## src/hw/rtl/astc_pkg.sv

```systemverilog
// Shared types, constants and helpers for the ASTC 4x4 block decoder.
package astc_pkg;

	localparam int unsigned QUEUE_DEPTH = 2;
	localparam int unsigned NUM_TEXELS  = 16;
	localparam int unsigned NUM_EP      = 8;

	localparam logic [10:0] MODE_ACCEPTED = 11'h042;
	localparam logic [1:0]  PARTS_SINGLE  = 2'd0;
	localparam logic [3:0]  CEM_RGBA_DIR  = 4'd12;

	localparam int unsigned EP_BASE     = 17;
	localparam int unsigned WEIGHT_TOP  = 127;

	// Input transaction: one compressed block
	typedef struct packed {
		logic [63:0] block_low;
		logic [63:0] block_high;
	} blk_in_t;

	// Result transaction: one texel
	typedef struct packed {
		logic [3:0] texel_index;
		logic [7:0] red;
		logic [7:0] green;
		logic [7:0] blue;
		logic [7:0] alpha;
		logic       supported;
		logic       last;
	} texel_out_t;

	// Classified block handed from front to back
	typedef struct packed {
		logic                          supported;
		logic [NUM_EP-1:0][7:0]        ep;
		logic [NUM_TEXELS-1:0][1:0]    wcode;
	} cls_item_t;

	// Map a 2-bit weight code to its 0..64 weight
	function automatic logic [6:0] weight_of(input logic [1:0] code);
		logic [6:0] w;
		unique case (code)
			2'd0: w = 7'd0;
			2'd1: w = 7'd21;
			2'd2: w = 7'd43;
			2'd3: w = 7'd64;
			default: w = 7'd0;
		endcase
		return w;
	endfunction

	// Interpolate byte-replicated endpoints and keep the top byte
	function automatic logic [7:0] lerp8(input logic [7:0] e0, input logic [7:0] e1,
		input logic [6:0] w);
		logic [15:0] a;
		logic [15:0] b;
		logic [6:0]  wi;
		logic [22:0] acc;
		a   = {e0, e0};
		b   = {e1, e1};
		wi  = 7'd64 - w;
		acc = 23'(a) * 23'(wi) + 23'(b) * 23'(w) + 23'd32;
		return acc[21:14];
	endfunction

endpackage

```

## src/hw/rtl/astc_front.sv

```systemverilog
// Front end: accepts blocks, checks the configuration and unpacks fields.
module astc_front (
	input  logic                 start,
	input  logic                 full,
	input  astc_pkg::blk_in_t    block,
	output logic                 push,
	output astc_pkg::cls_item_t  item
);

	logic [127:0] bits;
	logic         ok;

	assign bits = {block.block_high, block.block_low};
	assign push = start && !full;

	// Classify the block mode, partition count and endpoint mode
	assign ok = (bits[10:0] == astc_pkg::MODE_ACCEPTED)
		&& (bits[12:11] == astc_pkg::PARTS_SINGLE)
		&& (bits[16:13] == astc_pkg::CEM_RGBA_DIR);

	// Unpack endpoints upward and weights downward; zero endpoints give zero texels
	always_comb begin
		item.supported = ok;
		for (int i = 0; i < astc_pkg::NUM_EP; i++) begin
			item.ep[i] = ok ? bits[astc_pkg::EP_BASE + 8 * i +: 8] : 8'd0;
		end
		for (int i = 0; i < astc_pkg::NUM_TEXELS; i++) begin
			item.wcode[i] = {bits[astc_pkg::WEIGHT_TOP - 1 - 2 * i],
				bits[astc_pkg::WEIGHT_TOP - 2 * i]};
		end
	end

endmodule

```

## src/hw/rtl/astc_queue.sv

```systemverilog
// Small queue of classified blocks between front and back.
module astc_queue #(
	parameter int unsigned DEPTH = astc_pkg::QUEUE_DEPTH
) (
	input  logic                 clk,
	input  logic                 arst_n,
	input  logic                 push,
	input  astc_pkg::cls_item_t  wr_item,
	input  logic                 pop,
	output logic                 full,
	output logic                 nonempty,
	output astc_pkg::cls_item_t  rd_item
);

	localparam int unsigned PW = (DEPTH > 1) ? $clog2(DEPTH) : 1;
	localparam int unsigned CW = $clog2(DEPTH + 1);

	astc_pkg::cls_item_t mem_q [DEPTH];
	logic [PW-1:0] wr_ptr_q;
	logic [PW-1:0] rd_ptr_q;
	logic [CW-1:0] count_q;

	assign full     = (count_q == CW'(DEPTH));
	assign nonempty = (count_q != '0);
	assign rd_item  = mem_q[rd_ptr_q];

	// Store entries
	always_ff @(posedge clk) begin
		if (push) begin
			mem_q[wr_ptr_q] <= wr_item;
		end
	end

	// Advance pointers and count
	always_ff @(posedge clk or negedge arst_n) begin
		if (!arst_n) begin
			wr_ptr_q <= '0;
			rd_ptr_q <= '0;
			count_q  <= '0;
		end else begin
			if (push) begin
				wr_ptr_q <= (wr_ptr_q == PW'(DEPTH - 1)) ? '0 : wr_ptr_q + 1'b1;
			end
			if (pop) begin
				rd_ptr_q <= (rd_ptr_q == PW'(DEPTH - 1)) ? '0 : rd_ptr_q + 1'b1;
			end
			if (push && !pop) begin
				count_q <= count_q + 1'b1;
			end else if (pop && !push) begin
				count_q <= count_q - 1'b1;
			end
		end
	end

endmodule

```

## src/hw/rtl/astc_back.sv

```systemverilog
// Back end: walks the sixteen texels of a block and interpolates each one.
module astc_back (
	input  logic                 clk,
	input  logic                 arst_n,
	input  logic                 nonempty,
	input  astc_pkg::cls_item_t  head,
	output logic                 pop,
	output logic                 strobe,
	output astc_pkg::texel_out_t texel
);

	astc_pkg::cls_item_t cur_q;
	logic                act_q;
	logic [3:0]          cnt_q;
	logic                strobe_q;
	astc_pkg::texel_out_t texel_q;
	logic                fin;
	logic [6:0]          w;

	assign fin    = act_q && (cnt_q == 4'(astc_pkg::NUM_TEXELS - 1));
	assign pop    = nonempty && (!act_q || fin);
	assign w      = astc_pkg::weight_of(cur_q.wcode[cnt_q]);
	assign strobe = strobe_q;
	assign texel  = texel_q;

	// Load the next block and step the texel counter
	always_ff @(posedge clk or negedge arst_n) begin
		if (!arst_n) begin
			act_q    <= 1'b0;
			cnt_q    <= '0;
			strobe_q <= 1'b0;
		end else begin
			strobe_q <= act_q;
			if (pop) begin
				act_q <= 1'b1;
				cnt_q <= '0;
			end else if (fin) begin
				act_q <= 1'b0;
			end else if (act_q) begin
				cnt_q <= cnt_q + 1'b1;
			end
		end
	end

	// Hold the current block
	always_ff @(posedge clk) begin
		if (pop) begin
			cur_q <= head;
		end
	end

	// Register one texel result
	always_ff @(posedge clk) begin
		texel_q.texel_index <= cnt_q;
		texel_q.red         <= astc_pkg::lerp8(cur_q.ep[0], cur_q.ep[1], w);
		texel_q.green       <= astc_pkg::lerp8(cur_q.ep[2], cur_q.ep[3], w);
		texel_q.blue        <= astc_pkg::lerp8(cur_q.ep[4], cur_q.ep[5], w);
		texel_q.alpha       <= astc_pkg::lerp8(cur_q.ep[6], cur_q.ep[7], w);
		texel_q.supported   <= cur_q.supported;
		texel_q.last        <= (cnt_q == 4'(astc_pkg::NUM_TEXELS - 1));
	end

endmodule

```

## src/hw/rtl/astc_4x4_block_decoder.sv

```systemverilog
// Top level of the ASTC 4x4 block decoder: front, queue and texel back end.
// With the back end idle, an accepted block is written to the queue, loaded into the back end's
// current-block register and its first texel registered; the other 15 texels follow on consecutive cycles.
// Throughput: one texel per cycle while a block is in progress; the back end texel counter steps
// through the sixteen texels of a block, and the queue lets a new block be accepted while one is being emitted.
// Results are strobed for one cycle each; the receiver cannot stall.
// Reset (arst_n low) empties the queue and stops any block in progress.
module astc_4x4_block_decoder #(
	parameter int unsigned QDEPTH = astc_pkg::QUEUE_DEPTH
) (
	input  logic                 clk,
	input  logic                 arst_n,
	input  logic                 start,
	output logic                 busy,
	input  astc_pkg::blk_in_t    block,
	output logic                 strobe,
	output astc_pkg::texel_out_t texel
);

	logic                push;
	logic                pop;
	logic                full;
	logic                nonempty;
	astc_pkg::cls_item_t wr_item;
	astc_pkg::cls_item_t head;

	assign busy = full;

	astc_front u_front (
		.start (start),
		.full  (full),
		.block (block),
		.push  (push),
		.item  (wr_item)
	);

	astc_queue #(
		.DEPTH (QDEPTH)
	) u_queue (
		.clk      (clk),
		.arst_n   (arst_n),
		.push     (push),
		.wr_item  (wr_item),
		.pop      (pop),
		.full     (full),
		.nonempty (nonempty),
		.rd_item  (head)
	);

	astc_back u_back (
		.clk      (clk),
		.arst_n   (arst_n),
		.nonempty (nonempty),
		.head     (head),
		.pop      (pop),
		.strobe   (strobe),
		.texel    (texel)
	);

endmodule

```

## config.mk

```make
export PLATFORM = sky130hd
export DESIGN_NAME = astc_4x4_block_decoder
export DESIGN_NICKNAME = d
export VERILOG_FILES = /design/src/hw/rtl/astc_pkg.sv /design/src/hw/rtl/astc_front.sv /design/src/hw/rtl/astc_queue.sv /design/src/hw/rtl/astc_back.sv /design/src/hw/rtl/astc_4x4_block_decoder.sv
export SDC_FILE = /design/constraint.sdc
export NUM_CORES = 2
export LEC_CHECK = 0
export BUFFER_PORTS_ARGS = -buffer_cell sky130_fd_sc_hd__clkbuf_2
export CAP_MARGIN = 20
export CORE_MARGIN = 2
export CORE_UTILIZATION = 45
export CTS_BUF_LIST = sky130_fd_sc_hd__clkbuf_4
export DETAILED_ROUTE_END_ITERATION = 10
export GPL_TIMING_DRIVEN = 1
export HOLD_SLACK_MARGIN = 0.06
export MAX_ROUTING_LAYER = met4
export PLACE_DENSITY = 0.58
export SYNTH_ARGS = -nofsm -noshare
export SYNTH_HDL_FRONTEND = slang
export SYNTH_SLANG_ARGS = --single-unit
```

## constraint.sdc

```tcl
create_clock -name clk -period 18.7 [get_ports clk]
set_clock_uncertainty 0.05 [all_clocks]
set_input_delay 0.935 -clock clk [delete_from_list [all_inputs] [get_ports clk]]
set_output_delay 0.935 -clock clk [all_outputs]
set_load 0.005 [all_outputs]
```

Yosys cells after proc, flatten, opt, wreduce, memory -nomap -nowiden --
Memory sizes are Yosys's and may differ from the RTL's. A register that Yosys moved wholly into a read port is not among the register bits. Index checks and enable logic that the tools add are counted.
Operators by class: add/sub/neg operators 14, $mul 8, order comparisons 1, equal/unequal tests 8, multiplexer cells 22, reductions and logical operators 19
Operators by type and width (count):
- multiplier 16 x 7 -> 22 bit | 8
- adder 22 bit | 4
- adder 22 x 6 -> 22 bit, second input constant | 4
- 2-to-1 mux 8 bit | 8
- case mux 7 bit (4 select lines) | 1
- 2-to-1 mux 4 bit | 3
- equality test 11 x 7 -> 1 bit, second input constant | 1
- binary-select mux 2 bit (select 4 bit) | 1
- equality test 4 bit, second input constant | 2
- nonzero test 2 bit | 4
- logical AND 1 bit | 7
- subtractor 7 bit, first input constant | 1
- equality test 2 bit, second input constant | 3
- 2-to-1 mux 1 bit | 6
- 2-to-1 mux 2 bit | 3
- less-than comparator 4 x 5 -> 1 bit, second input constant | 1
- adder 4 x 1 -> 4 bit, second input constant | 1
- zero test 1 bit | 4
- zero test 2 bit | 2
- adder 1 bit, second input constant | 2
- adder 2 x 1 -> 2 bit, second input constant | 1
- equality test 2 x 1 -> 1 bit, second input constant | 1
- inequality test 2 bit, second input constant | 1
- AND reduction 2 bit | 1
- other kinds (2) | 2
Storage, ports and cells: bits in registers 48, bits in writable memories 194, bits of input ports 131, output and inout port bits 40, word-level logic and storage cells 86, memories 1
Memory list:
- u_queue.mem_q | depth 2, bits a word 97, read ports 1, clocked after Yosys merged registers in 1, wr ports 1, line astc_queue.sv:18 | astc_pkg::cls_item_t mem_q [DEPTH];

Logic depth before layout (Yosys ltp) --
depth in word-level cells 8, gate-level depth with buffers 30, mapped depth without buffers 26

By module --
Synthesis repeated with hierarchy kept, for this count alone.
Unflattened totals: cells, all modules 3044, area total of the unflattened synthesis 35145.0 sq um
By module, submodules not included:
- astc_back | instances 1, cells an instance 2530, area each 26311.5 sq um, seq. area each 3823.7 sq um
- astc_queue | instances 1, cells an instance 318, area each 7262.0 sq um, seq. area each 5925.7 sq um
- astc_front | instances 1, cells an instance 196, area each 1571.5 sq um, seq. area each 0.0 sq um

Least setup slack after synthesis --
OpenSTA, ideal clock, no wires.
kind flip-flop to flip-flop, start register u_back.cnt_q[0], end register u_back.texel_q (netlist bit u_back.texel[23]), library setup time 0.122 ns, data arrival time 7.512 ns, required time 18.528 ns, slack 11.016 ns, stages on the path, launching flop included 28, path buffers 5, clock period less this slack 7.684 ns, cells stage by stage dfrtp_1 -> buf_2 -> mux4_2 -> mux4_2 -> inv_1 -> ha_1 -> clkbuf_1 -> clkbuf_1 -> clkbuf_1 -> clkbuf_1 -> nand2_1 -> fa_1 -> fa_1 -> fa_1 -> inv_1 -> fa_1 -> inv_1 -> fa_1 -> fa_1 -> inv_1 -> ha_1 -> nand4b_1 -> nor3_1 -> a211o_1 -> nand3_1 -> a31oi_1 -> nor4_1 -> a311o_1
Between the ends: longest elaborated chain between the ends 8, elaborated cells between the ends (all ways) 12, those cells by class 3 x add/sub; 2 x mul; 3 x eq/ne; 3 x mux; 1 x reduce/logical
RTL lines:
- start, declared | line astc_back.sv:14 | logic [3:0] cnt_q;
- start signal, assigned | line astc_back.sv:40 | cnt_q <= cnt_q + 1'b1;
- binary-select mux 2 bit (select 4 bit) (*) | line astc_back.sv:22 | assign w = astc_pkg::weight_of(cur_q.wcode[cnt_q]);
- 2-to-1 mux 2 bit (not written as such) (*) | line astc_back.sv:22
- equality test 2 bit, or another cell as far along | line astc_pkg.sv:42 | unique case (code)
- case mux 7 bit (4 select lines) (*) | line astc_pkg.sv:42
- subtractor 7 bit | line astc_pkg.sv:61 | wi = 7'd64 - w;
- multiplier 16 x 7 -> 22 bit | line astc_pkg.sv:62 | acc = 23'(a) * 23'(wi) + 23'(b) * 23'(w) + 23'd32;
- adder 22 bit (*) | line astc_pkg.sv:62
- adder 22 x 6 -> 22 bit (*) | line astc_pkg.sv:62
- end, declared | line astc_back.sv:16 | astc_pkg::texel_out_t texel_q;
Mark *: on every way between the ends. The rest lies on a longest branch, timed or not. The select of a mux whose other input is x is not followed. A chain may end at the register's enable or synchronous reset.

Worst setup path in the final report --
start register u_back.cnt_q[0], end register u_back.texel_q (netlist bit u_back.texel[32])
The elaborated chain is that of the path after synthesis.

==> reports/summary.md <==
The synthesized design contains 291 enable-type register cells. For this run, asynchronously set or reset flops after synthesis account for 2.950%. At the placement stage, the worst setup path has a slack of 9600 ps. In this run the mean area of a mapped cell was 11.58 µm². For the post-synthesis instance area, the log shows 0.03374 mm². The logs give 9691 ps for the least setup slack across all paths after layout and 0.07719 mm² for the area enclosed by the die boundary. Counting every sink on the clock net gives 339. Setup repair after global routing left no endpoint under its margin. Level count of the clock H-tree: 3. Share of final-layout standard cells stronger than drive strength 1: 13.32%. The logs give 45.40% for the initial core utilization and 0 for the total global routing overflow. The number of DRC violations after detailed routing came out at 0. The layout has 6,862 filler cells. The first-iteration detailed-routing DRC count is 919. Cell taking the most area after synthesis: sky130_fd_sc_hd__fa_1. After legalization and detailed placement, the total HPWL measured 64,700 µm. Placed standard-cell area: 0.03560 mm².

Dividing the detail-routed via count by the number of cells gives 4.814. For the number of rows in the core area, the log shows 100. The synthesized design contains 339 register bits.

The count of different cell masters after synthesis came out at 52. The final worst-path cycle share is 48.18%, and the total length of routed wires is 79,910 µm. Of all nets on the critical path, the largest fanout is 49. The clock passes through at most 3 buffers.

Counting every net in the synthesized netlist gives 3,915. The flow ran to the end, and the final reports show no timing, DRC or antenna violations. After synthesis, the cell types taking the most area are sky130_fd_sc_hd__fa_1, sky130_fd_sc_hd__edfxtp_1, sky130_fd_sc_hd__ha_1. TritonCTS built the clock tree. The tools report the via count of the first global-routing pass as 23,220. Headroom to the max-slew limit came out at 38.05%.

For this run, the detailed router's first-pass iteration total came to 5. Sequential cells were found to cover 28.89% of the synthesized design area. Entering global routing, the biggest net connects 67 pins.

Total clock buffers created by CTS: 95. Setup violations remaining at the end of the flow were counted as 0. The tree is rooted in a sky130_fd_sc_hd__clkbuf_4.

The cell count after synthesis came out at 2,914. For the pin with the worst max-slew slack, the measured transition is 929.3 ps. In this run the tool buffered the top-level ports with 155 buffer cells.

For the number of antenna violations at the first check in global routing, the log shows 8. The global-route wire length before repair was 128,300 µm. The type of the worst setup path is register to register. Dominant register cell in the synthesized netlist: sky130_fd_sc_hd__edfxtp_1. In this run the worst hold path is classified as input pin to register.

The area growth from synthesis to layout was 9.363%; the later-pin clock latency in the skew report was 880 ps. Counting I/O delays and the setup requirement, the final critical path takes 9009 ps. The number of maximum-capacitance violations was 0. The die width is 277.8 µm, and the final number of hold-violating endpoints is 0. In this run the count of I/O pins placed on the die edge is 171. The synthesis warning total was 0.

In this run the standard cell core region covers 0.07432 mm². Weighted congestion reported at the end of routability-driven placement: 0.9541. The worst setup path is launched from a register. The count of nets left with antenna violations once routing finished came out at 0. The routed wirelength normalized by instance count works out to 19.13 µm. Once the clock tree was built, the setup fixing pass inserted 0 buffers.

After the last flow step, the layout net total stands at 4,120. The final cell area excluding filler cells is 0.03690 mm², and the highest attainable clock frequency is 111.0 MHz. The CTS clock-pin slew for the worst setup and hold paths is 70 ps, and the global-route usage over all layers is 22.62%.

The number of buffers added to fix hold violations after cts is 5. In this run the biggest area consumer among cell types represents 34.23% of the synthesized area. STA classifies the critical path endpoint as a register. The die outline height came out at 277.8 µm. The final number of max-transition violations was 0; the data arrival time of the critical path was 9740 ps. The summed negative setup slack over all endpoints is 0 ps, and the detailed-route via count is 20,110.

In this run, post-CTS repair resized a total of 0 instances. The required time reported for the critical path endpoint was 19,440 ps.
-- layout make-up --
type | count | area, µm² | share of cell area, %
antenna | 9 | 22.52 | 0.06103
clock buffer | 123 | 923.4 | 2.502
clock inverter | 54 | 309.0 | 0.8375
inverter | 861 | 3234 | 8.764
multi-input combinational | 1652 | 20550 | 55.68
sequential | 339 | 9753 | 26.43
tap | 969 | 1212 | 3.285
timing repair buffer | 170 | 900.9 | 2.441
-- routing by layer --
layer | share of wire [%] | vias up | routed length (µm) | GRT usage, %
met5 | 0 | - | 0 | -
met1 | 43 | 10130 | 34140 | 28.24
met2 | 49 | 489 | 39240 | 37.22
met3 | 5.2 | 128 | 4183 | 4.253
met4 | 2.9 | 0 | 2344 | 7.429
li1 | - | 9358 | - | -
-- critical path, stage by stage, from the launching register on --
cell and delay (ps):
sky130_fd_sc_hd__dfrtp_1 880, sky130_fd_sc_hd__mux4_2 630, sky130_fd_sc_hd__mux4_2 540, sky130_fd_sc_hd__inv_1 120, sky130_fd_sc_hd__ha_2 690, sky130_fd_sc_hd__buf_4 680
sky130_fd_sc_hd__and2_1 260, sky130_fd_sc_hd__inv_1 110, sky130_fd_sc_hd__fa_1 630, sky130_fd_sc_hd__fa_1 460, sky130_fd_sc_hd__fa_1 510, sky130_fd_sc_hd__inv_1 50
sky130_fd_sc_hd__fa_1 540, sky130_fd_sc_hd__inv_1 50, sky130_fd_sc_hd__fa_1 460, sky130_fd_sc_hd__fa_1 520, sky130_fd_sc_hd__inv_1 50, sky130_fd_sc_hd__ha_1 250
sky130_fd_sc_hd__nor2b_1 140, sky130_fd_sc_hd__o211ai_1 110, sky130_fd_sc_hd__a211o_1 310, sky130_fd_sc_hd__a21boi_2 280, sky130_fd_sc_hd__nand3_1 200, sky130_fd_sc_hd__a31oi_1 240
sky130_fd_sc_hd__xor2_1 150
-- through the flow --
stage | hold WS (ps) | utilization (%) | std cells
final | 174.0 | 49.65 | 4177
after global routing | 73.17 | 49.65 | 4177
after CTS | 64.85 | 49.62 | 4168
after detailed placement | 279.3 | 47.90 | 3986
after global placement | 282.5 | 47.90 | 3986
after floorplan | 273.3 | - | 2914
-- cells in the final DEF (no fill, tap or decap), types with 31 or more instances in the layout --
cell type / n
sky130_fd_sc_hd__a21oi_1: 40
sky130_fd_sc_hd__and2_1: 191
sky130_fd_sc_hd__clkbuf_2: 155
sky130_fd_sc_hd__clkbuf_4: 123
sky130_fd_sc_hd__clkinv_1: 35
sky130_fd_sc_hd__dfxtp_1: 38
sky130_fd_sc_hd__edfxtp_1: 291
sky130_fd_sc_hd__fa_1: 577
sky130_fd_sc_hd__ha_1: 289
sky130_fd_sc_hd__inv_1: 860
sky130_fd_sc_hd__mux2_2: 97
sky130_fd_sc_hd__nand2_1: 166
sky130_fd_sc_hd__nor2_1: 36
sky130_fd_sc_hd__xnor2_1: 71
sky130_fd_sc_hd__xor2_1: 31
-- cells in the mapped netlist (all sizes together), types with 20 or more instances --
cell type  number
a21oi          40
xor2           31
clkbuf         53
and2          191
fa            577
inv           861
xnor2          71
edfxtp        291
nor2           37
dfxtp          38
nand2         166
mux2           97
o21ai          20
ha            293
-- path summary, 6_finish.rpt --
kind,from,endpoint,slack [ps],cells past startpoint
max in group asynchronous,arst_n,u_back.act_q,17920,2
min reg2reg,u_back.cur_q[96],u_back.texel[1],300,0
min,block[44],u_queue.mem_q[1][19],170,1
min in group asynchronous,arst_n,u_queue.rd_ptr_q,410,2
max reg2reg,u_back.cnt_q[0],u_back.texel[32],9690,24
max,u_back.cnt_q[0],u_back.texel[32],9690,24
-- flip-flops by register name, summed over array words and instances, names as in the netlist --
register	cells
u_queue.mem_q	194
u_back.cur_q	97
u_back.texel	38
u_back.cnt_q	4
u_queue.count_q	2
u_back.act_q	1
u_back.strobe	1
u_queue.rd_ptr_q	1
u_queue.wr_ptr_q	1
-- cell families after synthesis --
group                    after synthesis  synth area share, %
adder cells (fa/ha/maj)              870                45.10
flip-flops                           339                28.89
AO/OA/AOI/OAI                        123                2.332
AND/OR/NAND/NOR                      450                6.819
multiplexers                         107                3.905
buffers and inverters                923                10.31
XOR/XNOR                             102                2.647
Power is left out: the tool's default activity adds up to more than one toggle a clock period on the data nets, which glitch-free logic cannot reach.
